==> config.mk <==
export PLATFORM = sky130hd
export DESIGN_NAME = dag_transitive_reduction_flat
export DESIGN_NICKNAME = d
export VERILOG_FILES = /design/src/design/dtr_pkg.sv /design/src/design/dtr_if.sv /design/src/design/dag_transitive_reduction.sv /design/src/design/dtr_ram.sv /design/src/flat_wrapper.sv
export SDC_FILE = /design/constraint.sdc
export NUM_CORES = 1
export LEC_CHECK = 0
export BUFFER_PORTS_ARGS = -buffer_cell sky130_fd_sc_hd__buf_2
export CORE_MARGIN = 3
export CORE_UTILIZATION = 50
export DETAILED_ROUTE_END_ITERATION = 10
export GPL_TIMING_DRIVEN = 0
export PLACE_DENSITY = 0.68
export SLEW_MARGIN = 20
export SYNTH_ARGS = -nofsm -noshare
export SYNTH_HDL_FRONTEND = slang
export SYNTH_HIERARCHICAL = 1
export SYNTH_SLANG_ARGS = --single-unit
==> constraint.sdc <==
create_clock -name clk -period 3.05 [get_ports clk]
set_clock_uncertainty 0.05 [all_clocks]
set_input_delay 0.305 -clock clk [delete_from_list [all_inputs] [get_ports clk]]
set_output_delay 0.305 -clock clk [all_outputs]
set_load 0.05 [all_outputs]
==> src/design/dtr_pkg.sv <==
// Shared types and constants for the DAG transitive reduction block.
package dtr_pkg;

	// width of a stage index field on the ports
	localparam int FIELD_W = 3;

	typedef enum logic [2:0] {
		ST_LOAD,
		ST_REACH,
		ST_READ,
		ST_CHECK,
		ST_FLUSH
	} state_t;

endpackage

==> src/design/dtr_if.sv <==
// Valid/ready channel interfaces for incoming edges and kept edges.
interface dtr_edge_if import dtr_pkg::*; ();
	logic               valid;
	logic               ready;
	logic [FIELD_W-1:0] producer;
	logic [FIELD_W-1:0] consumer;
	logic               waits_all;
	logic               last_edge;

	modport source(output valid, producer, consumer, waits_all, last_edge, input ready);
	modport sink(input valid, producer, consumer, waits_all, last_edge, output ready);
endinterface

interface dtr_kept_if import dtr_pkg::*; ();
	logic               valid;
	logic               ready;
	logic [FIELD_W-1:0] kept_producer;
	logic [FIELD_W-1:0] kept_consumer;
	logic               final_result;

	modport source(output valid, kept_producer, kept_consumer, final_result, input ready);
	modport sink(input valid, kept_producer, kept_consumer, final_result, output ready);
endinterface

==> src/design/dag_transitive_reduction.sv <==
// Edges load at one word per cycle while the block is collecting a batch. The word marked
// last starts the reduction, during which the edge input is not ready: the reachability
// rows are built first, one consumer stage per cycle, then each stored edge is read from
// the edge RAM (registered read data) and given the redundancy check, and a flush step
// releases the final kept edge. A kept edge's check and the flush wait while the kept
// output stalls. An empty batch returns to loading once the reachability rows are built.
// Kept edges leave through an output register, one edge behind the check, so the final
// word can carry its end-of-batch mark.
module dag_transitive_reduction import dtr_pkg::*; #(
	parameter int STAGES     = 8,
	parameter int EDGE_SLOTS = 32
) (
	input logic       clk,
	input logic       arst_n,
	dtr_edge_if.sink  edges,
	dtr_kept_if.source kept
);

	localparam int STG_W = $clog2(STAGES);
	localparam int AW    = $clog2(EDGE_SLOTS);
	localparam int CW    = $clog2(EDGE_SLOTS + 1);
	localparam int RW    = 2 * STG_W;
	localparam logic [FIELD_W:0] STAGES_LIM = (FIELD_W + 1)'(STAGES);
	localparam logic [STG_W-1:0] STG_LAST   = STG_W'(STAGES - 1);

	state_t state_q, state_d;

	logic [STAGES-1:0] seen_q  [STAGES];
	logic [STAGES-1:0] wi_q    [STAGES];
	logic [STAGES-1:0] reach_q [STAGES];

	logic [CW-1:0]    total_q;
	logic [CW-1:0]    idx_q;
	logic [STG_W-1:0] stg_q;

	logic             pend_valid_q;
	logic [STG_W-1:0] pend_src_q;
	logic [STG_W-1:0] pend_dst_q;

	logic               out_valid_q;
	logic [FIELD_W-1:0] out_prod_q;
	logic [FIELD_W-1:0] out_cons_q;
	logic               out_final_q;

	// load side
	logic             in_acc, legal, dup, room, store, mark_whole;
	logic [STG_W-1:0] ld_p, ld_c;

	// reduction side
	logic [RW-1:0]     rdata;
	logic [STG_W-1:0]  chk_src, chk_dst;
	logic [STG_W-1:0]  wi_addr;
	logic [STAGES-1:0] wi_row;
	logic [STAGES-1:0] reach_row;
	logic              implied;
	logic              out_free, idx_last;

	// FSM controls
	logic ram_re, adv, take, out_load, out_final, clear, reach_we;

	assign in_acc = edges.valid && edges.ready;
	assign ld_p   = edges.producer[STG_W-1:0];
	assign ld_c   = edges.consumer[STG_W-1:0];
	assign legal  = ({1'b0, edges.producer} < STAGES_LIM)
		&& ({1'b0, edges.consumer} < STAGES_LIM)
		&& (edges.producer < edges.consumer);
	assign dup        = legal && seen_q[ld_c][ld_p];
	assign room       = total_q < CW'(EDGE_SLOTS);
	assign store      = in_acc && legal && !dup && room;
	assign mark_whole = in_acc && legal && (dup || room) && edges.waits_all;

	assign edges.ready = (state_q == ST_LOAD);

	dtr_ram #(
		.WIDTH(RW),
		.DEPTH(EDGE_SLOTS)
	) u_edge_ram (
		.clk  (clk),
		.we   (store),
		.waddr(total_q[AW-1:0]),
		.wdata({ld_p, ld_c}),
		.re   (ram_re),
		.raddr(idx_q[AW-1:0]),
		.rdata(rdata)
	);

	assign chk_src = rdata[RW-1:STG_W];
	assign chk_dst = rdata[STG_W-1:0];

	// one read port on the whole-wait matrix, shared by reach build and check
	assign wi_addr = (state_q == ST_REACH) ? stg_q : chk_dst;
	assign wi_row  = wi_q[wi_addr];

	always_comb begin
		reach_row = '0;
		for (int p = 0; p < STAGES; p++) begin
			if (STG_W'(p) < stg_q && wi_row[p]) begin
				reach_row = reach_row | (STAGES'(1) << p) | reach_q[p];
			end
		end
	end

	always_comb begin
		implied = 1'b0;
		for (int o = 0; o < STAGES; o++) begin
			if (STG_W'(o) != chk_src && wi_row[o] && reach_q[o][chk_src]) begin
				implied = 1'b1;
			end
		end
	end

	assign out_free = !out_valid_q || kept.ready;
	assign idx_last = (idx_q + CW'(1)) == total_q;

	always_comb begin
		state_d   = state_q;
		ram_re    = 1'b0;
		adv       = 1'b0;
		take      = 1'b0;
		out_load  = 1'b0;
		out_final = 1'b0;
		clear     = 1'b0;
		reach_we  = 1'b0;
		case (state_q)
			ST_LOAD: begin
				if (in_acc && edges.last_edge) begin
					state_d = ST_REACH;
				end
			end
			ST_REACH: begin
				reach_we = 1'b1;
				if (stg_q == STG_LAST) begin
					if (total_q == '0) begin
						clear   = 1'b1;
						state_d = ST_LOAD;
					end else begin
						state_d = ST_READ;
					end
				end
			end
			ST_READ: begin
				ram_re  = 1'b1;
				state_d = ST_CHECK;
			end
			ST_CHECK: begin
				if (implied) begin
					adv     = 1'b1;
					state_d = idx_last ? ST_FLUSH : ST_READ;
				end else if (!pend_valid_q || out_free) begin
					// previous kept edge moves out, this one waits for a successor
					take     = 1'b1;
					out_load = pend_valid_q;
					adv      = 1'b1;
					state_d  = idx_last ? ST_FLUSH : ST_READ;
				end
			end
			ST_FLUSH: begin
				if (!pend_valid_q) begin
					clear   = 1'b1;
					state_d = ST_LOAD;
				end else if (out_free) begin
					out_load  = 1'b1;
					out_final = 1'b1;
					clear     = 1'b1;
					state_d   = ST_LOAD;
				end
			end
			default: begin
				state_d = ST_LOAD;
			end
		endcase
	end

	always_ff @(posedge clk or negedge arst_n) begin
		if (!arst_n) begin
			state_q <= ST_LOAD;
		end else begin
			state_q <= state_d;
		end
	end

	always_ff @(posedge clk or negedge arst_n) begin
		if (!arst_n) begin
			total_q <= '0;
			idx_q   <= '0;
			stg_q   <= '0;
			for (int i = 0; i < STAGES; i++) begin
				seen_q[i]  <= '0;
				wi_q[i]    <= '0;
				reach_q[i] <= '0;
			end
		end else begin
			if (clear) begin
				total_q <= '0;
				idx_q   <= '0;
				for (int i = 0; i < STAGES; i++) begin
					seen_q[i]  <= '0;
					wi_q[i]    <= '0;
					reach_q[i] <= '0;
				end
			end else begin
				if (store) begin
					total_q          <= total_q + CW'(1);
					seen_q[ld_c][ld_p] <= 1'b1;
				end
				if (mark_whole) begin
					wi_q[ld_c][ld_p] <= 1'b1;
				end
				if (reach_we) begin
					reach_q[stg_q] <= reach_row;
				end
				if (adv) begin
					idx_q <= idx_q + CW'(1);
				end
			end
			if (reach_we) begin
				stg_q <= (stg_q == STG_LAST) ? '0 : stg_q + STG_W'(1);
			end
		end
	end

	always_ff @(posedge clk or negedge arst_n) begin
		if (!arst_n) begin
			pend_valid_q <= 1'b0;
			out_valid_q  <= 1'b0;
		end else begin
			if (take) begin
				pend_valid_q <= 1'b1;
			end else if (out_load) begin
				pend_valid_q <= 1'b0;
			end
			if (out_load) begin
				out_valid_q <= 1'b1;
			end else if (kept.ready) begin
				out_valid_q <= 1'b0;
			end
		end
	end

	always_ff @(posedge clk) begin
		if (take) begin
			pend_src_q <= chk_src;
			pend_dst_q <= chk_dst;
		end
		if (out_load) begin
			out_prod_q  <= FIELD_W'(pend_src_q);
			out_cons_q  <= FIELD_W'(pend_dst_q);
			out_final_q <= out_final;
		end
	end

	assign kept.valid         = out_valid_q;
	assign kept.kept_producer = out_prod_q;
	assign kept.kept_consumer = out_cons_q;
	assign kept.final_result  = out_final_q;

endmodule

==> src/design/dtr_ram.sv <==
// Generic single-write, single-read RAM with registered read data.
module dtr_ram #(
	parameter int WIDTH = 8,
	parameter int DEPTH = 32
) (
	input  logic                     clk,
	input  logic                     we,
	input  logic [$clog2(DEPTH)-1:0] waddr,
	input  logic [WIDTH-1:0]         wdata,
	input  logic                     re,
	input  logic [$clog2(DEPTH)-1:0] raddr,
	output logic [WIDTH-1:0]         rdata
);

	logic [WIDTH-1:0] mem_q [DEPTH];
	logic [WIDTH-1:0] rdata_q;

	always_ff @(posedge clk) begin
		if (we) begin
			mem_q[waddr] <= wdata;
		end
		if (re) begin
			rdata_q <= mem_q[raddr];
		end
	end

	assign rdata = rdata_q;

endmodule

==> src/flat_wrapper.sv <==
// flat-port wrapper written by rule: the top's interface ports become plain ports
module dag_transitive_reduction_flat import dtr_pkg::*;
#(
	parameter int STAGES     = 8,
	parameter int EDGE_SLOTS = 32
)
  (clk, arst_n, edges_valid, edges_producer, edges_consumer, edges_waits_all, edges_last_edge, edges_ready, kept_valid, kept_kept_producer, kept_kept_consumer, kept_final_result, kept_ready);
  dtr_edge_if edges_i ();
  dtr_kept_if kept_i ();
  input logic clk;
  input logic arst_n;
  input wire logic [$bits(edges_i.valid)-1:0] edges_valid;
  input wire logic [$bits(edges_i.producer)-1:0] edges_producer;
  input wire logic [$bits(edges_i.consumer)-1:0] edges_consumer;
  input wire logic [$bits(edges_i.waits_all)-1:0] edges_waits_all;
  input wire logic [$bits(edges_i.last_edge)-1:0] edges_last_edge;
  output wire logic [$bits(edges_i.ready)-1:0] edges_ready;
  output wire logic [$bits(kept_i.valid)-1:0] kept_valid;
  output wire logic [$bits(kept_i.kept_producer)-1:0] kept_kept_producer;
  output wire logic [$bits(kept_i.kept_consumer)-1:0] kept_kept_consumer;
  output wire logic [$bits(kept_i.final_result)-1:0] kept_final_result;
  input wire logic [$bits(kept_i.ready)-1:0] kept_ready;
  assign edges_i.valid = edges_valid;
  assign edges_i.producer = edges_producer;
  assign edges_i.consumer = edges_consumer;
  assign edges_i.waits_all = edges_waits_all;
  assign edges_i.last_edge = edges_last_edge;
  assign edges_ready = edges_i.ready;
  assign kept_valid = kept_i.valid;
  assign kept_kept_producer = kept_i.kept_producer;
  assign kept_kept_consumer = kept_i.kept_consumer;
  assign kept_final_result = kept_i.final_result;
  assign kept_i.ready = kept_ready;
  dag_transitive_reduction #(.STAGES(STAGES), .EDGE_SLOTS(EDGE_SLOTS)) u_core (.clk(clk), .arst_n(arst_n), .edges(edges_i), .kept(kept_i));
endmodule
---- After elaboration in Yosys (flattened, before gate mapping) ----
Memory sizes are Yosys's and may differ from the RTL's. A register that Yosys moved wholly into a read port is not among the register bits.
Index checks and enable logic that the tools add are counted.
storage, ports and cells
  register bits ........................... 225
  memory bits (writable) .................. 192
  input port bits ......................... 12
  output and inout port bits .............. 9
  logic and storage cells ................. 227
  memories kept ........................... 1
operators by class
  add/sub/neg operators ................... 3
  order comparisons ....................... 18
  equal/unequal tests ..................... 17
  multiplexer cells ....................... 90
  bitwise logic cells ..................... 12
  reductions and logical operators ........ 51
memories
  name                     words  bits a word  rd ports  clocked after Yosys merged registers in  write ports  line           text
  u_core.u_edge_ram.mem_q  32     6            1         1                                        1            dtr_ram.sv:15  logic [WIDTH-1:0] mem_q [DEPTH];
operators by type and width
  cell                 count
  $mux 64              6
  $or 64x64->64        2
  $mux 8               14
  $bwmux 64            1
  $or 8x8->8           7
  $bmux 8 s3           2
  $demux 8 s3          2
  $mux 1               38
  $logic_and 1x1->1    35
  $bmux 1 s3           9
  $mux 3               9
  $mux 6               4
  $pmux 3 s5           1
  $add 6x1->6 const B  2
  $ge 4x4->1 const B   3
  $lt 3x3->1 const A   4
  $ne 3x3->1 const A   4
  $not 3->4            3
  $reduce_bool 2->1    6
  $lt 3x4->1 const B   2
  $lt 4x1->1 const B   2
  $eq 3x2->1 const B   2
  $eq 3x3->1 const B   2
  $eq 6x6->1           1
  21 further kinds     30

---- Depth between registers and ports, before layout ----
  word-level depth ........................ 25
  depth in mapped cells ................... 13

---- By module ----
The synthesis kept the hierarchy.
modules (own cells, without submodules)
  module                    times used  cells an instance  area each (um^2)
  dag_transitive_reduction  1           1141               11424.7
  dtr_ram                   1           323                7649.8

---- Least setup slack after synthesis ----
No wires, ideal clock.
  path kind ............................... reg2reg
  start point ............................. register u_core.state_q[0]
  end point ............................... memory u_core/u_edge_ram/mem_q[28][0] (netlist name), enable pin
  library setup time ...................... 0.350 ns
  arrival time ............................ 3.675 ns
  required time ........................... 2.650 ns
  setup slack ............................. -1.025 ns
  cell stages (with the launch flop) ...... 11
  path buffers ............................ 5
  clock period less this slack ............ 4.075 ns
  cell sequence ........................... dfrtp_1 clkbuf_1 nor3_1 and4b_1 clkbuf_1 and4b_1 buf_2 buf_6 or3b_2 clkbuf_1 nor2_1
on the way
  cells in the longest elaborated chain, start to end .. 7
RTL lines
  what                             line                             text
  from (decl)                      dag_transitive_reduction.sv:26   state_t state_q, state_d;
  from (signal assigned)           dag_transitive_reduction.sv:178  state_q <= state_d;
  $logic_not 3->1                  dag_transitive_reduction.sv:72   assign edges.ready = (state_q == ST_LOAD);
  via edges_ready                  flat_wrapper.sv:17               output wire logic [$bits(edges_i.ready)-1:0] edges_ready;
  $logic_and 1x1->1                dag_transitive_reduction.sv:61   assign in_acc = edges.valid && edges.ready;
  $logic_and 1x1->1 (3 in series)  dag_transitive_reduction.sv:69   assign store = in_acc && legal && !dup && room;
  via u_core.store                 dag_transitive_reduction.sv:46   logic in_acc, legal, dup, room, store, mark_whole;
  $mux 1                           dtr_ram.sv:19                    if (we) begin
  $mux 1 (implied by the code)     dtr_ram.sv:20                    mem_q[waddr] <= wdata;
  to (decl)                        dtr_ram.sv:15
The timed path passes the listed nets, and every way through them passes these cells.

---- Worst setup path in the final report ----
  start point ............................. register u_core.u_edge_ram.rdata_q[4] (netlist: u_core/u_edge_ram/rdata[4]), read port of u_core.u_edge_ram.mem_q
  end point ............................... register u_core.out_cons_q[0] (netlist: u_core/kept.kept_consumer[0]), enable pin
on the way
  cells in the longest elaborated chain, start to end .. 13
RTL lines
  what                                                                      line                             text
  from (decl)                                                               dtr_ram.sv:16                    logic [WIDTH-1:0] rdata_q;
  $bmux 1 s3 / $reduce_bool 3->1 (equally long branches)                    dag_transitive_reduction.sv:106  if (STG_W'(o) != chk_src && wi_row[o] && reach_q[o][chk_src]) begin
  $mux 1 (implied by the code) / $logic_and 1x1->1 (equally long branches)  dag_transitive_reduction.sv:106
  $logic_and 1x1->1                                                         dag_transitive_reduction.sv:106
  $mux 1 (7 in series)                                                      dag_transitive_reduction.sv:106
  $mux 1 (*)                                                                dag_transitive_reduction.sv:106
  $mux 1 (*)                                                                dag_transitive_reduction.sv:146  if (implied) begin
  $pmux 1 s2 (*)                                                            dag_transitive_reduction.sv:124  case (state_q)
  via u_core.out_load                                                       dag_transitive_reduction.sv:59   logic ram_re, adv, take, out_load, out_final, clear, reach_we;
  to (signal assigned)                                                      dag_transitive_reduction.sv:247  out_cons_q <= FIELD_W'(pend_dst_q);
  to (decl)                                                                 dag_transitive_reduction.sv:42   logic [FIELD_W-1:0] out_cons_q;
Mark *: on every way through the listed nets, which the timed path passes. The rest lies on a longest branch. The select of a mux whose other input is x is not followed.
A chain may end at the register's enable or synchronous reset.

==> results.toml <==
[outcome]
status = "finished, violations left"
violations = "negative setup slack"

[power]
ir_drop_v = 0.000591
leakage_uw = 0.00851
power_frac_clock = 0.266
pwr_density_cell_nw_per_um2 = 934
p_total_uw = 21000
internal_power_uw = 13600
pwr-share-comb = 0.371
p_switching_uw = 7440
swShare = 0.354
pwr-share-seq = 0.363

[clock_tree]
clock_latency_ns = 0.59
clockBufferDepth = 3
h-tree-depth = 2
cts_made_buffers = 44
root_buffer = "clkbuf_16"
cts.clk_slew.worst_paths_ns = 0.06
cts_sinks = 415
cts_tree = "built"

[placement]
place_congestion = 0.908
placed_area_sq_um = 20000
dp.cells = 1990
io_buffers = 20
hpwl_mm = 32.4

[yosys]
syn-num-nets = 1483
synth.most_common_cell = "edfxtp_1"
seq_area_frac_synth = 0.600
synth_cells = 1464
ys_async_sr_fraction = 0.492
synth-edff-count = 211
yosys_warnings = 6
yosys-top-cells-count = "edfxtp_1 (211), dfrtp_1 (204), nor2_1 (140), nand2_1 (127), a21oi_1 (119)"
synth_seq_cells = 415
synth_area_leader_cell = "edfxtp_1"
post-synth-top-area-fraction = 0.332
ys_types = 82
ys_top_cells_by_area = "edfxtp_1 (33%), dfrtp_1 (27%), mux4_2 (11%)"
netlist_area_sq_um = 19100
syn_avg_cell_area_sq_um = 13.0
ys.flop_type = "edfxtp_1"

[grt]
grt_max_degree = 98
overflow = 0
grt.total_usage = 0.243
antenna_found_initial = 0
grt_pass1_wl_mm = 76.7
grt_pass1_vias = 12700

[floorplan]
fp.dieW_microns = 201
die_h_microns = 201
rows = 70
io_pins = 21
start_util = 0.514
dieArea_sq_um = 40500
core_area_sq_um = 37100

[finish]
diodes = 0
drive_above_1_share = 0.251
fin_cells = 2109
fin_area_sq_um = 22500
nNetsFinal = 1588
area_delta_synth_final_pct = 18.0

[route]
drt-vias-per-instance = 6.20
drt_first_pass_iters = 5
drc = 0
drtIter0Drc = 1310
vias = 13100
wl_per_cell_microns = 23.7
drt.antenna.violating_nets = 0
routed_wl_mm = 49.9

[sta]
slew_violations = 0
slew_headroom = 0.330
hold_slack_ns = 0.0640
hold_viol_final = 0
setup_ws_ns = -0.124
min_period_ns = 3.17
setup_tns_ns = -3.02
period_share = 1.04
setup_violations = 65
worst_pin_slew_ns = 1.00
rsz0062_at_grt = "yes"
fmax_mhz = 315

[setup_path]
required_ns = 3.25
endpoint_kind = "register"
crit_fanout = 10
r2r_cells = 10
crit_arrival_ns = 3.38
worst_setup_path_start_kind = "register"
critPathKind = "register to register"

[hold_path]
hp-class = "primary input to register"
hold_depth = 1

[run]
cap_violations = 0
==> state kept, by name, summed over array words and instances, names as in the netlist <==
name                       cells
u_core/idx_q                   6
u_core/kept.final_result       1
u_core/kept.kept_consumer      3
u_core/kept.kept_producer      3
u_core/kept.valid              1
u_core/pend_dst_q              3
u_core/pend_src_q              3
u_core/pend_valid_q            1
u_core/reach_q                56
u_core/seen_q                 64
u_core/state_q                 3
u_core/stg_q                   3
u_core/total_q                 6
u_core/u_edge_ram/mem_q      192
u_core/u_edge_ram/rdata        6
u_core/wi_q                   64
==> final cells by class <==
type / instances / area [sq um]
fill: 2881 / 14600
sequential: 415 / 11400
multi-input combinational: 937 / 7740
clock buffer: 59 / 1220
tap: 504 / 631
timing repair buffer: 65 / 553
buffer: 95 / 539
clock inverter: 23 / 337
inverter: 11 / 41.3
==> final timing paths <==
| kind | from | slack [ns] | end |
|---|---|---|---|
| max in group asynchronous | arst_n | 1.64 | u_core/seen_q[6] |
| worst max-delay path | u_core/u_edge_ram/rdata[4] | -0.12 | u_core/kept.kept_consumer[0] |
| worst max register to register | u_core/u_edge_ram/rdata[4] | -0.12 | u_core/kept.kept_consumer[0] |
| min in group asynchronous | arst_n | 0.14 | u_core/reach_q[41] |
| worst min register to register | u_core/pend_dst_q[1] | 0.37 | u_core/kept.kept_consumer[1] |
| worst min-delay path | edges_consumer[0] | 0.06 | u_core/u_edge_ram/mem_q[9][0] |
==> cells in the final DEF, fill, tap and decap left out, drive strengths merged, types with 16 or more instances in the layout <==
cell and count:
edfxtp 211, dfrtp 204, nor2 141, nand2 133, a21oi 121, o21ai 119
clkbuf 116, buf 101, mux4 91, mux2i 52, nand3 31, nor3 22
mux2 20, a211oi 18, clkinv 16
==> power by group through the flow <==
| stage | clock network, uW | logic (uW) | registers [uW] |
|---|---|---|---|
| 6_report | 5590 | 7790 | 7630 |
| 5_1_grt | 5940 | 8290 | 7720 |
| 3_3_place_gp | 0 | 6400 | 7630 |
| 3_5_place_dp | 0 | 6520 | 7660 |
| 2_1_floorplan | 0 | 4760 | 7500 |
| 4_1_cts | 5700 | 6960 | 7590 |
==> routing by layer <==
metal | up-vias | track usage | wire length (microns)
li1 | 5746 | - | -
met1 | 6686 | 0.339 | 20700
met2 | 528 | 0.394 | 24400
met3 | 122 | 0.0380 | 3140
met4 | 0 | 0.0867 | 1690
met5 | - | 0 | 0
==> timing repair <==
item	CTS	global route
resized for setup	91	61
hold buffers	2	0
pin swaps	14	22
endpoints found under the setup margin	342	299
buffers inserted	19	22
endpoints found under the hold margin	132	0
==> critical path, stage by stage (launching register included) <==
cell,delay (ns)
edfxtp_1,0.35
buf_2,0.27
buf_4,0.25
buf_4,0.24
mux2i_1,0.25
a221o_1,0.26
nor3_1,0.08
nor4_2,0.32
nand4_2,0.21
nand3b_4,0.26
a21oi_4,0.29
==> through the flow <==
stage / setup slack, ns / util
6_report: -0.124 / 0.606
5_1_grt: -0.207 / 0.606
4_1_cts: -0.125 / 0.595
3_5_place_dp: -1.61 / 0.540
3_3_place_gp: -1.80 / 0.538
2_1_floorplan: -0.0106 / -
==> kinds of logic after synthesis <==
group,synth area share
simple gates,0.104
flops,0.600
compound gates,0.112
mux,0.147
buf+inv,0.0273
xor+xnor,0.00505
fa+ha+maj,0.00459
Note: power is estimated with default switching activity, not from simulation.
